`config.mk`:
```
export PLATFORM = sky130hd
export DESIGN_NAME = multi_waveform_oscillator_mixer
export DESIGN_NICKNAME = d
export VERILOG_FILES = /design/src/rtl/mwom_pkg.sv /design/src/rtl/multi_waveform_oscillator_mixer.sv
export SDC_FILE = /design/constraint.sdc
export NUM_CORES = 1
export LEC_CHECK = 0
export BUFFER_PORTS_ARGS = -buffer_cell sky130_fd_sc_hd__buf_4
export CAP_MARGIN = 20
export CORE_UTILIZATION = 45
export CTS_CLUSTER_DIAMETER = 200
export CTS_CLUSTER_SIZE = 16
export DETAILED_ROUTE_END_ITERATION = 12
export GPL_TIMING_DRIVEN = 1
export PLACE_DENSITY = 0.73
export SETUP_SLACK_MARGIN = 0.15
export SYNTH_ARGS = -nofsm -noshare
export SYNTH_HDL_FRONTEND = slang
export SYNTH_SLANG_ARGS = --single-unit
```
`constraint.sdc`:
```
create_clock -name clock -period 12 [get_ports clock]
set_input_delay 0.6 -clock clock [delete_from_list [all_inputs] [get_ports clock]]
set_output_delay 0.6 -clock clock [all_outputs]
set_load 0.1 [all_outputs]
```
`src/rtl/mwom_pkg.sv`:
```
// ----------------------------------------------------------------------------
// mwom_pkg
// Types, constants and the quarter-wave sine table for the oscillator mixer.
// ----------------------------------------------------------------------------
package mwom_pkg;

   localparam int SINE_TABLE_DEPTH = 256;
   localparam int SINE_INDEX_BITS  = $clog2(SINE_TABLE_DEPTH);
   localparam int HEADROOM_VOICES  = 8;
   localparam int GAIN_SHIFT       = 29 + $clog2(HEADROOM_VOICES);

   localparam logic [15:0] VOL_MAX   = 16'h8000;
   localparam logic [15:0] VOL_RESET = 16'h4000;
   localparam logic [15:0] WAVE_FULL = 16'h8000;

   localparam longint unsigned HALF_PI_Q30 = 64'd1686629713;

   typedef enum logic [1:0] {
      WAVE_SINE     = 2'd0,
      WAVE_SQUARE   = 2'd1,
      WAVE_TRIANGLE = 2'd2,
      WAVE_SAWTOOTH = 2'd3
   } wave_mode_type;

   typedef enum logic [1:0] {
      CSR_WAVE_MODE       = 2'd0,
      CSR_PHASE_INCREMENT = 2'd1,
      CSR_VOLUME          = 2'd2,
      CSR_UNUSED          = 2'd3
   } csr_index_type;

   typedef logic [15:0] sine_table_type [SINE_TABLE_DEPTH];

   // restoring shift-subtract quotient for the table constants
   function automatic longint unsigned udiv_shift(longint unsigned num,
                                                  longint unsigned den);
      longint unsigned quo;
      longint unsigned rem;
      quo = '0;
      rem = '0;
      for (int b = 63; b >= 0; b--) begin
         rem = {rem[62:0], num[b]};
         if (rem >= den) begin
            rem    = rem - den;
            quo[b] = 1'b1;
         end
      end
      return quo;
   endfunction

   // taylor series in q30, rounded to q1.15
   function automatic sine_table_type build_sine_table();
      sine_table_type  tbl;
      longint unsigned x;
      longint unsigned term;
      longint          sum;
      longint unsigned rounded;
      for (int k = 0; k < SINE_TABLE_DEPTH; k++) begin
         x    = (longint'(k) * HALF_PI_Q30) >> SINE_INDEX_BITS;
         term = x;
         sum  = longint'(x);
         for (int n = 1; n <= 7; n++) begin
            term = (term * x) >> 30;
            term = (term * x) >> 30;
            term = udiv_shift(term, longint'((2 * n) * (2 * n + 1)));
            if ((n & 1) == 1) begin
               sum = sum - longint'(term);
            end else begin
               sum = sum + longint'(term);
            end
         end
         if (sum < 0) begin
            sum = 0;
         end
         rounded = (longint'(sum) + 64'd16384) >> 15;
         tbl[k]  = rounded[15:0];
      end
      return tbl;
   endfunction

   localparam sine_table_type SINE_TABLE = build_sine_table();

endpackage

```
`src/rtl/multi_waveform_oscillator_mixer.sv`:
```
// ----------------------------------------------------------------------------
// multi_waveform_oscillator_mixer
// Phase-accumulator tone oscillator added to a stereo sample stream.
// ----------------------------------------------------------------------------
// One item per cycle unless stalled: the first register holds the
// samples with the wave value shaped from the current phase (sine table,
// square, triangle or sawtooth), the second holds the sums after one
// 16x16 gain multiply. The phase advances by the increment on each transfer.
// A stalled output holds the pipe only when the first stage is also full.
module multi_waveform_oscillator_mixer
   import mwom_pkg::*;
(
   input  logic               clock,
   input  logic               reset,
   input  logic               csr_write_enable,
   input  logic [1:0]         csr_index,
   input  logic [31:0]        csr_write_data,
   input  logic               req_valid,
   output logic               req_stall,
   input  logic signed [15:0] req_left_in,
   input  logic signed [15:0] req_right_in,
   output logic               rsp_valid,
   input  logic               rsp_stall,
   output logic signed [15:0] rsp_left_out,
   output logic signed [15:0] rsp_right_out
);

   wave_mode_type      wave_mode_ff;
   logic [31:0]        phase_increment_ff;
   logic [15:0]        volume_ff;
   logic [31:0]        phase_ff;
   logic [31:0]        phase_in;

   logic               s1_valid_ff;
   logic signed [15:0] s1_left_ff;
   logic signed [15:0] s1_right_ff;
   logic [15:0]        s1_mag_ff;
   logic               s1_neg_ff;
   logic [15:0]        s1_vol_ff;

   logic               rsp_valid_ff;
   logic signed [15:0] rsp_left_ff;
   logic signed [15:0] rsp_right_ff;

   logic               out_advance;
   logic               s1_advance;
   logic               req_accept;

   logic [29:0]        sine_frac;
   logic [31:0]        tri_dist;
   logic signed [32:0] tri_offset;
   logic [32:0]        tri_abs;
   logic [31:0]        saw_abs;
   logic [15:0]        mag_in;
   logic               neg_in;
   logic [15:0]        vol_in;

   logic [31:0]        prod;
   logic [46:0]        scaled;
   logic [15:0]        gain_mag;
   logic [15:0]        gain;
   logic signed [15:0] rsp_left_in;
   logic signed [15:0] rsp_right_in;

   assign out_advance = !rsp_valid_ff || !rsp_stall;
   assign s1_advance  = !s1_valid_ff || out_advance;
   assign req_stall   = !s1_advance;
   assign req_accept  = req_valid && s1_advance;
   assign rsp_valid   = rsp_valid_ff;
   assign rsp_left_out  = rsp_left_ff;
   assign rsp_right_out = rsp_right_ff;

   assign phase_in = phase_ff + phase_increment_ff;

   // wave shaping from the current phase
   always_comb begin
      sine_frac  = phase_ff[30] ? ~phase_ff[29:0] : phase_ff[29:0];
      tri_dist   = phase_ff[31] ? {1'b0, phase_ff[30:0]} : (32'h8000_0000 - phase_ff);
      tri_offset = $signed({1'b0, tri_dist}) - 33'sh0_4000_0000;
      tri_abs    = tri_offset[32] ? 33'(-tri_offset) : 33'(tri_offset);
      saw_abs    = phase_ff[31] ? (phase_ff - 32'h8000_0000) : (32'h8000_0000 - phase_ff);
      case (wave_mode_ff)
         WAVE_SINE: begin
            mag_in = SINE_TABLE[sine_frac[29 -: SINE_INDEX_BITS]];
            neg_in = phase_ff[31];
         end
         WAVE_SQUARE: begin
            mag_in = WAVE_FULL;
            neg_in = phase_ff > 32'h8000_0000;
         end
         WAVE_TRIANGLE: begin
            mag_in = tri_abs[30:15];
            neg_in = !tri_offset[32];
         end
         WAVE_SAWTOOTH: begin
            mag_in = saw_abs[31:16];
            neg_in = !phase_ff[31];
         end
         default: begin
            mag_in = '0;
            neg_in = 1'b0;
         end
      endcase
      vol_in = (volume_ff > VOL_MAX) ? VOL_MAX : volume_ff;
   end

   // gain: mag * vol * 32767 / (voices * 2^29)
   always_comb begin
      prod     = 32'(s1_mag_ff) * 32'(s1_vol_ff);
      scaled   = {prod, 15'b0} - {15'b0, prod};
      gain_mag = 16'(scaled[46:GAIN_SHIFT]);
      gain     = s1_neg_ff ? (16'd0 - gain_mag) : gain_mag;
      rsp_left_in  = s1_left_ff + $signed(gain);
      rsp_right_in = s1_right_ff + $signed(gain);
   end

   always_ff @(posedge clock) begin
      if (reset) begin
         wave_mode_ff       <= WAVE_SINE;
         phase_increment_ff <= '0;
         volume_ff          <= VOL_RESET;
      end else if (csr_write_enable) begin
         case (csr_index_type'(csr_index))
            CSR_WAVE_MODE:       wave_mode_ff       <= wave_mode_type'(csr_write_data[1:0]);
            CSR_PHASE_INCREMENT: phase_increment_ff <= csr_write_data;
            CSR_VOLUME:          volume_ff          <= csr_write_data[15:0];
            default: begin
            end
         endcase
      end
   end

   always_ff @(posedge clock) begin
      if (reset) begin
         phase_ff     <= '0;
         s1_valid_ff  <= 1'b0;
         rsp_valid_ff <= 1'b0;
      end else begin
         if (req_accept) begin
            phase_ff <= phase_in;
         end
         if (s1_advance) begin
            s1_valid_ff <= req_valid;
         end
         if (out_advance) begin
            rsp_valid_ff <= s1_valid_ff;
         end
      end
   end

   always_ff @(posedge clock) begin
      if (req_accept) begin
         s1_left_ff  <= req_left_in;
         s1_right_ff <= req_right_in;
         s1_mag_ff   <= mag_in;
         s1_neg_ff   <= neg_in;
         s1_vol_ff   <= vol_in;
      end
      if (out_advance && s1_valid_ff) begin
         rsp_left_ff  <= rsp_left_in;
         rsp_right_ff <= rsp_right_in;
      end
   end

   assert property (@(posedge clock) disable iff (reset) !s1_valid_ff |-> !req_stall)
      else $error("input stalled with an empty first stage");

   assert property (@(posedge clock) disable iff (reset) req_accept |=> s1_valid_ff)
      else $error("transfer lost in first stage");

   assert property (@(posedge clock) disable iff (reset) !req_accept |=> $stable(phase_ff))
      else $error("phase moved without a transfer");

   assert property (@(posedge clock) disable iff (reset)
      (s1_valid_ff && out_advance) |=> rsp_valid_ff)
      else $error("result lost between stages");

endmodule
```
Word level (Yosys, flattened, before mapping)
Memory sizes are Yosys's and may differ from the RTL's.
Cells that the tools add are included.
{"block": "word_totals", "output_inout_bits": 34, "elab_cells": 58, "ff_bits": 181, "mem_bits_ro": 4096, "n_memories": 1, "in_bits": 71}
{"name": "(name not given)", "depth": 256, "word_bits": 16, "read_ports": 1, "rd_ports_with_merged_regs": 0, "write_ports": 0, "line_no": "multi_waveform_oscillator_mixer.sv:84", "text": "mag_in = SINE_TABLE[sine_frac[29 -: SINE_INDEX_BITS]];"}
{"block": "classes", "n_eq_ne": 5, "n_mul": 1, "addsub": 9, "reduce_logical": 15, "n_bitwise": 2, "n_mux": 9, "order_cmp": 3}
{"op": "two-way mux 32 bit", "count": 2}
{"op": "one-hot mux 16 bit (4 select lines)", "count": 1}
{"op": "two-way mux 16 bit", "count": 3}
{"op": "subtractor 47 x 32 -> 47 bit", "count": 1}
{"op": "subtractor 32 x 31 -> 33 bit (second input constant)", "count": 1}
{"op": "adder 16 bit", "count": 2}
{"op": "adder 32 bit", "count": 1}
{"op": "> comparator 32 bit (second input constant)", "count": 1}
{"op": "multiplier 16 x 16 -> 32 bit", "count": 1}
{"op": "subtractor 32 bit (first input constant)", "count": 1}
{"op": "subtractor 32 bit (second input constant)", "count": 1}
{"op": "two-way mux 31 bit", "count": 1}
{"op": "negation 31 bit", "count": 1}
{"op": "two-way mux 30 bit", "count": 1}
{"op": "inverter 30 bit", "count": 1}
{"op": "> comparator 16 bit (second input constant)", "count": 1}
{"op": "subtractor 1 x 15 -> 16 bit (first input constant)", "count": 1}
{"op": "greater-or-equal comparator 9 bit (second input constant)", "count": 1}
{"op": "inverter 8 -> 9 bit", "count": 1}
{"op": "== test 2 bit (second input constant)", "count": 3}
{"op": "zero test 1 bit", "count": 6}
{"op": "AND reduction 2 bit", "count": 3}
{"op": "== test 2 x 1 -> 1 bit (second input constant)", "count": 2}
{"op": "zero test 2 bit", "count": 2}
{"op": "3 further kinds", "count": 5}

Depth between registers and ports, before layout
{"block": "depth", "ltp_word": 7, "depth_mapped": 53}

Least setup slack after synthesis
No wires, ideal clock.
{"block": "synth_timing", "path_kind": "register -> register", "start": "register s1_vol_ff[6]", "end": "register rsp_left_ff[15] (netlist: rsp_left_out[15]), data pin", "setup_slack_ps": 216, "period_less_slack_ps": 11784, "t_required_ps": 11733, "t_arrival_ps": 11518, "stages_incl_launch_ff": 49, "setup_time_ps": 267, "n_path_buf": 1, "path_cell_list": "edfxtp_1 -> clkbuf_1 -> and2_1 -> fa_1 -> inv_1 -> fa_1 -> inv_1 -> fa_1 -> fa_1 -> fa_1 -> inv_1 -> fa_1 -> inv_1 -> ha_1 -> and4_1 -> a221o_1 -> and2_1 -> a31o_4 -> [13 not listed] -> xnor2_1 -> ha_1 -> nand2_1 -> o21ai_0 -> ha_1 -> a21o_1 -> a21oi_1 -> o21bai_1 -> a21oi_1 -> o21bai_1 -> a211o_1 -> a21o_1 -> a21oi_1 -> o21ai_0 -> o21a_1 -> nor2_1 -> xnor2_1 -> xnor2_1"}
{"block": "synth_between", "elab_chain_cells": 5}
{"item": "start: declaration", "line_no": "multi_waveform_oscillator_mixer.sv:39", "text": "logic [15:0] s1_vol_ff;"}
{"item": "start signal: assignment", "line_no": "multi_waveform_oscillator_mixer.sv:157", "text": "s1_vol_ff <= vol_in;"}
{"item": "multiplier 16 x 16 -> 32 bit (*)", "line_no": "multi_waveform_oscillator_mixer.sv:109", "text": "prod = 32'(s1_mag_ff) * 32'(s1_vol_ff);"}
{"item": "subtractor 47 x 32 -> 47 bit (*)", "line_no": "multi_waveform_oscillator_mixer.sv:110", "text": "scaled = {prod, 15'b0} - {15'b0, prod};"}
{"item": "subtractor 1 x 15 -> 16 bit", "line_no": "multi_waveform_oscillator_mixer.sv:112", "text": "gain = s1_neg_ff ? (16'd0 - gain_mag) : gain_mag;"}
{"item": "two-way mux 16 bit (*)", "line_no": "multi_waveform_oscillator_mixer.sv:112"}
{"item": "adder 16 bit (*)", "line_no": "multi_waveform_oscillator_mixer.sv:113", "text": "rsp_left_in = s1_left_ff + $signed(gain);"}
{"item": "net rsp_left_in[15]", "line_no": "multi_waveform_oscillator_mixer.sv:62", "text": "logic signed [15:0] rsp_left_in;"}
{"item": "end signal: assignment", "line_no": "multi_waveform_oscillator_mixer.sv:160", "text": "rsp_left_ff <= rsp_left_in;"}
{"item": "end: declaration", "line_no": "multi_waveform_oscillator_mixer.sv:42", "text": "logic signed [15:0] rsp_left_ff;"}
The timed path passes the listed nets; every way through them passes the cells marked *.
A chain may end at the register's enable or synchronous reset.

Worst setup path after layout
{"block": "layout_timing", "start": "register s1_mag_ff[5]", "end": "register rsp_right_ff[14] (netlist: rsp_right_out[14]), data pin"}
{"block": "layout_between", "elab_chain_cells": 5}
{"item": "start: declaration", "line_no": "multi_waveform_oscillator_mixer.sv:37", "text": "logic [15:0] s1_mag_ff;"}
{"item": "start signal: assignment", "line_no": "multi_waveform_oscillator_mixer.sv:155", "text": "s1_mag_ff <= mag_in;"}
{"item": "multiplier 16 x 16 -> 32 bit (*)", "line_no": "multi_waveform_oscillator_mixer.sv:109"}
{"item": "subtractor 47 x 32 -> 47 bit (*)", "line_no": "multi_waveform_oscillator_mixer.sv:110"}
{"item": "subtractor 1 x 15 -> 16 bit", "line_no": "multi_waveform_oscillator_mixer.sv:112"}
{"item": "two-way mux 16 bit (*)", "line_no": "multi_waveform_oscillator_mixer.sv:112"}
{"item": "adder 16 bit (*)", "line_no": "multi_waveform_oscillator_mixer.sv:114", "text": "rsp_right_in = s1_right_ff + $signed(gain);"}
{"item": "net rsp_right_in[14]", "line_no": "multi_waveform_oscillator_mixer.sv:63", "text": "logic signed [15:0] rsp_right_in;"}
{"item": "end signal: assignment", "line_no": "multi_waveform_oscillator_mixer.sv:161", "text": "rsp_right_ff <= rsp_right_in;"}
{"item": "end: declaration", "line_no": "multi_waveform_oscillator_mixer.sv:43", "text": "logic signed [15:0] rsp_right_ff;"}
Marked as above.

==> metrics.csv <==
stage;metric;value;unit
global_routing;busiest_layer;met2;
synth;yosysSeqAreaShare;0.187;
final_layout;drive_gt1_frac;0.128;
detailed_routing;drc;0;
setup_path;startpoint_type;flip-flop;
setup_path;end_kind;flip-flop;
synth;syn_avg_cell_area;7.97;um2
setup_path;crit_path_max_fanout;4;
synth;async_flop_share;0;
detailed_routing;ant_nets;0;
clock_tree;clock_latency;0.46;ns
global_routing;grt_pass1_vias;21500;
detailed_routing;vias;23100;
sta;finalSetupViolCount;0;
synth;synth-seq-cells;181;
synth;synthesis.nets;3551;
floorplan;io_pins;105;
sta;rsz0062_at_grt;no;
floorplan;die_w;235;um
sta;min_period;11.53;ns
synth;synth_area;0.0245;mm2
global_routing;track_usage;0.254;
setup_path;ff2ff_path_depth;50;
placement;dp_hpwl;54000;um
synth;postSynthCellCount;3079;
status;status;completed;
global_routing;met2_usage;0.409;
setup_path;critical_path_arrival;11.74;ns
detailed_routing;routed_wl;72700;um
synth;synthFlopType;edfxtp_1;
sta;hold_viol;0;
detailed_routing;drt_iter0_markers;2482;
synth;yosysTopAreaCellShare;0.161;
global_routing;use_met1;0.348;
clock_tree;cts.clk_slew.worst_paths;0.08;ns
worst_hold_path;hp-class;in -> reg;
synth;yosysWarnings;0;
sta;fin_crit_sh;0.961;
detailed_routing;vias_per_cell;5.95;
setup_path;critPathSlowestCell;fa_1;
clock_tree;clk_path_buf_depth;2;
setup_path;critPathMaxStageDelay;0.56;ns
flow_run;max_cap_violations;0;
setup_path;crit_type;reg -> reg;
synth;ys_types;92;
setup_path;path_delay_family;adder cells;
placement;io_buffers;104;
synth;synth_edf_count;97;
clock_tree;cts_made_buffers;17;
global_routing;grt.met3_usage;0.0412;
floorplan;die_h;235;um
global_routing;grt_antenna_before_repair;0;
setup_path;path_buf_inv;7;
global_routing;grt_max_degree;86;
worst_hold_path;hold-path-cell-count;1;
sta;fmaxAchievable;86.7;MHz
synth;synthTopCellsByArea;fa_1 (16%), edfxtp_1 (12%), ha_1 (10%), nand2_1 (6.9%), dfxtp_1 (6.9%);
synth;yosysMostFrequentCell;nand2_1;
final_layout;nNetsFinal;3650;
detailed_routing;dr.pass1.iters;8;
setup_path;path_depth;50;
clock_tree;tritoncts;yes;
final_layout;area_growth;13.2;%
clock_tree;hold_buffers;0;
floorplan;dieArea;0.0555;mm2
detailed_routing;avgRoutedWirePerCell;18.7;um
sta;fin_skew;0.0124;ns
final_layout;n_antenna_cell;0;
clock_tree;cts_max_level;4;
floorplan;start_util;0.456;
floorplan;core;0.0538;mm2
global_routing;grt_pass1_wl;115000;um
sta;hold_ws;0.308;ns
sta;maxSlewViolCount;0;
clock_tree;cts.sinks;181;
synth;synth_common_cells;nand2_1 (453), inv_1 (297), a21oi_1 (277);
global_routing;overflow;0;
placement;gp_congestion;1.01;
setup_path;crit_path_frequent_cell;fa_1;
synth;yosys.area.top_type;fa_1;
sta;tightest_slew;1.07;ns
clock_tree;clock-root-buffer;clkbuf_16;
floorplan;row_count;85;
sta;max-slew-margin-rel;0.281;
setup_path;critPathRequiredTime;12.21;ns
area by class of cell:
| cell class | count | area [um2] |
|---|---|---|
| tap | 696 | 871 |
| inverter | 300 | 1130 |
| sequential | 181 | 4600 |
| multi-input combinational | 2411 | 18500 |
| timing repair buffer | 267 | 2060 |
| clock inverter | 13 | 129 |
| fill | 5013 | 26000 |
| clock buffer | 19 | 464 |
layer usage:
layer / wire [um] / vias up
met5: 0 / -
li1: - / 10900
met2: 33900 / 1033
met1: 30900 / 11000
met4: 2190 / 0
met3: 5790 / 187
worst reg2reg max path, delay by kind of cell, from the launching register on:
| family | cells | cell delay (ns) |
|---|---|---|
| adders and majority gates | 10 | 4.08 |
| and+or+nand+nor | 10 | 2.50 |
| xor gates and xnor gates | 2 | 0.23 |
| buffers and inverters | 7 | 0.68 |
| DFF | 1 | 0.47 |
| AOI/OAI and AO/OA | 21 | 3.30 |
cells in the final DEF (no fill, tap or decap), drive strengths merged, types with 18 or more instances in the layout:
cell type,Yosys,layout
a211oi,46,46
a21o,44,44
a21oi,282,282
a311oi,27,27
a31oi,36,36
and2,131,131
and3,21,21
buf,21,265
clkbuf,166,21
dfxtp,84,84
edfxtp,97,97
fa,197,197
ha,204,204
inv,298,306
nand2,453,453
nand2b,26,26
nand3,61,61
nor2,158,158
nor2b,39,39
nor3,64,64
o211ai,37,37
o21ai,148,148
o21bai,19,19
o22ai,26,26
o311ai,18,18
xnor2,101,101
xor2,35,35
stage by stage:
stage	setup WS (ns)	setup TNS (ns)	instances	cell area [um2]	util
CTS	0.144	0	3840	27100	0.504
global placement	0.0422	0	3797	26400	0.490
floorplan	0.216	0	3079	24500	-
global route	0.0128	0	3887	27800	0.516
finish	0.469	0	3887	27800	0.516
detailed placement	-0.262	-0.799	3797	26400	0.490
flip-flops by register name, indices dropped and copies added (netlist names):
| signal | flops |
|---|---|
| phase_ff | 32 |
| phase_increment_ff | 32 |
| rsp_left_out | 16 |
| rsp_right_out | 16 |
| s1_left_ff | 16 |
| s1_mag_ff | 16 |
| s1_right_ff | 16 |
| s1_vol_ff | 16 |
| volume_ff | 16 |
| wave_mode_ff | 2 |
| rsp_valid | 1 |
| s1_neg_ff | 1 |
| s1_valid_ff | 1 |
final timing paths:
kind                                               end              startpoint  slack [ns]
worst max-delay path                 rsp_right_out[14]            s1_mag_ff[5]        0.47
worst min-delay path                     s1_left_ff[0]          req_left_in[0]        0.31
worst max register to register       rsp_right_out[14]            s1_mag_ff[5]        0.47
worst min register to register  phase_increment_ff[28]  phase_increment_ff[28]        0.46
timing repair:
item | 4_1_cts | 5_1_grt
pin swaps | 5 | 52
setup endpoints to repair | 7 | 11
hold endpoints to repair | 0 | 0
resized for setup | 20 | 70
buffers inserted | 11 | 46
cell families (layout without fill, tap and decap cells):
group                    count (synthesis)  count (layout)  share of synthesized area
flip-flops                             181             181                      0.187
adder cells (fa/ha/maj)                401             401                      0.265
AO/OA/AOI/OAI                          814             814                      0.216
AND/OR/NAND/NOR                       1048            1048                      0.202
buffers and inverters                  487             599                     0.0749
multiplexers                            12              12                    0.00602
XOR/XNOR                               136             136                     0.0486
Power is left out: the tool's default activity adds up to more than one toggle a clock period on the data nets, which glitch-free logic cannot reach.
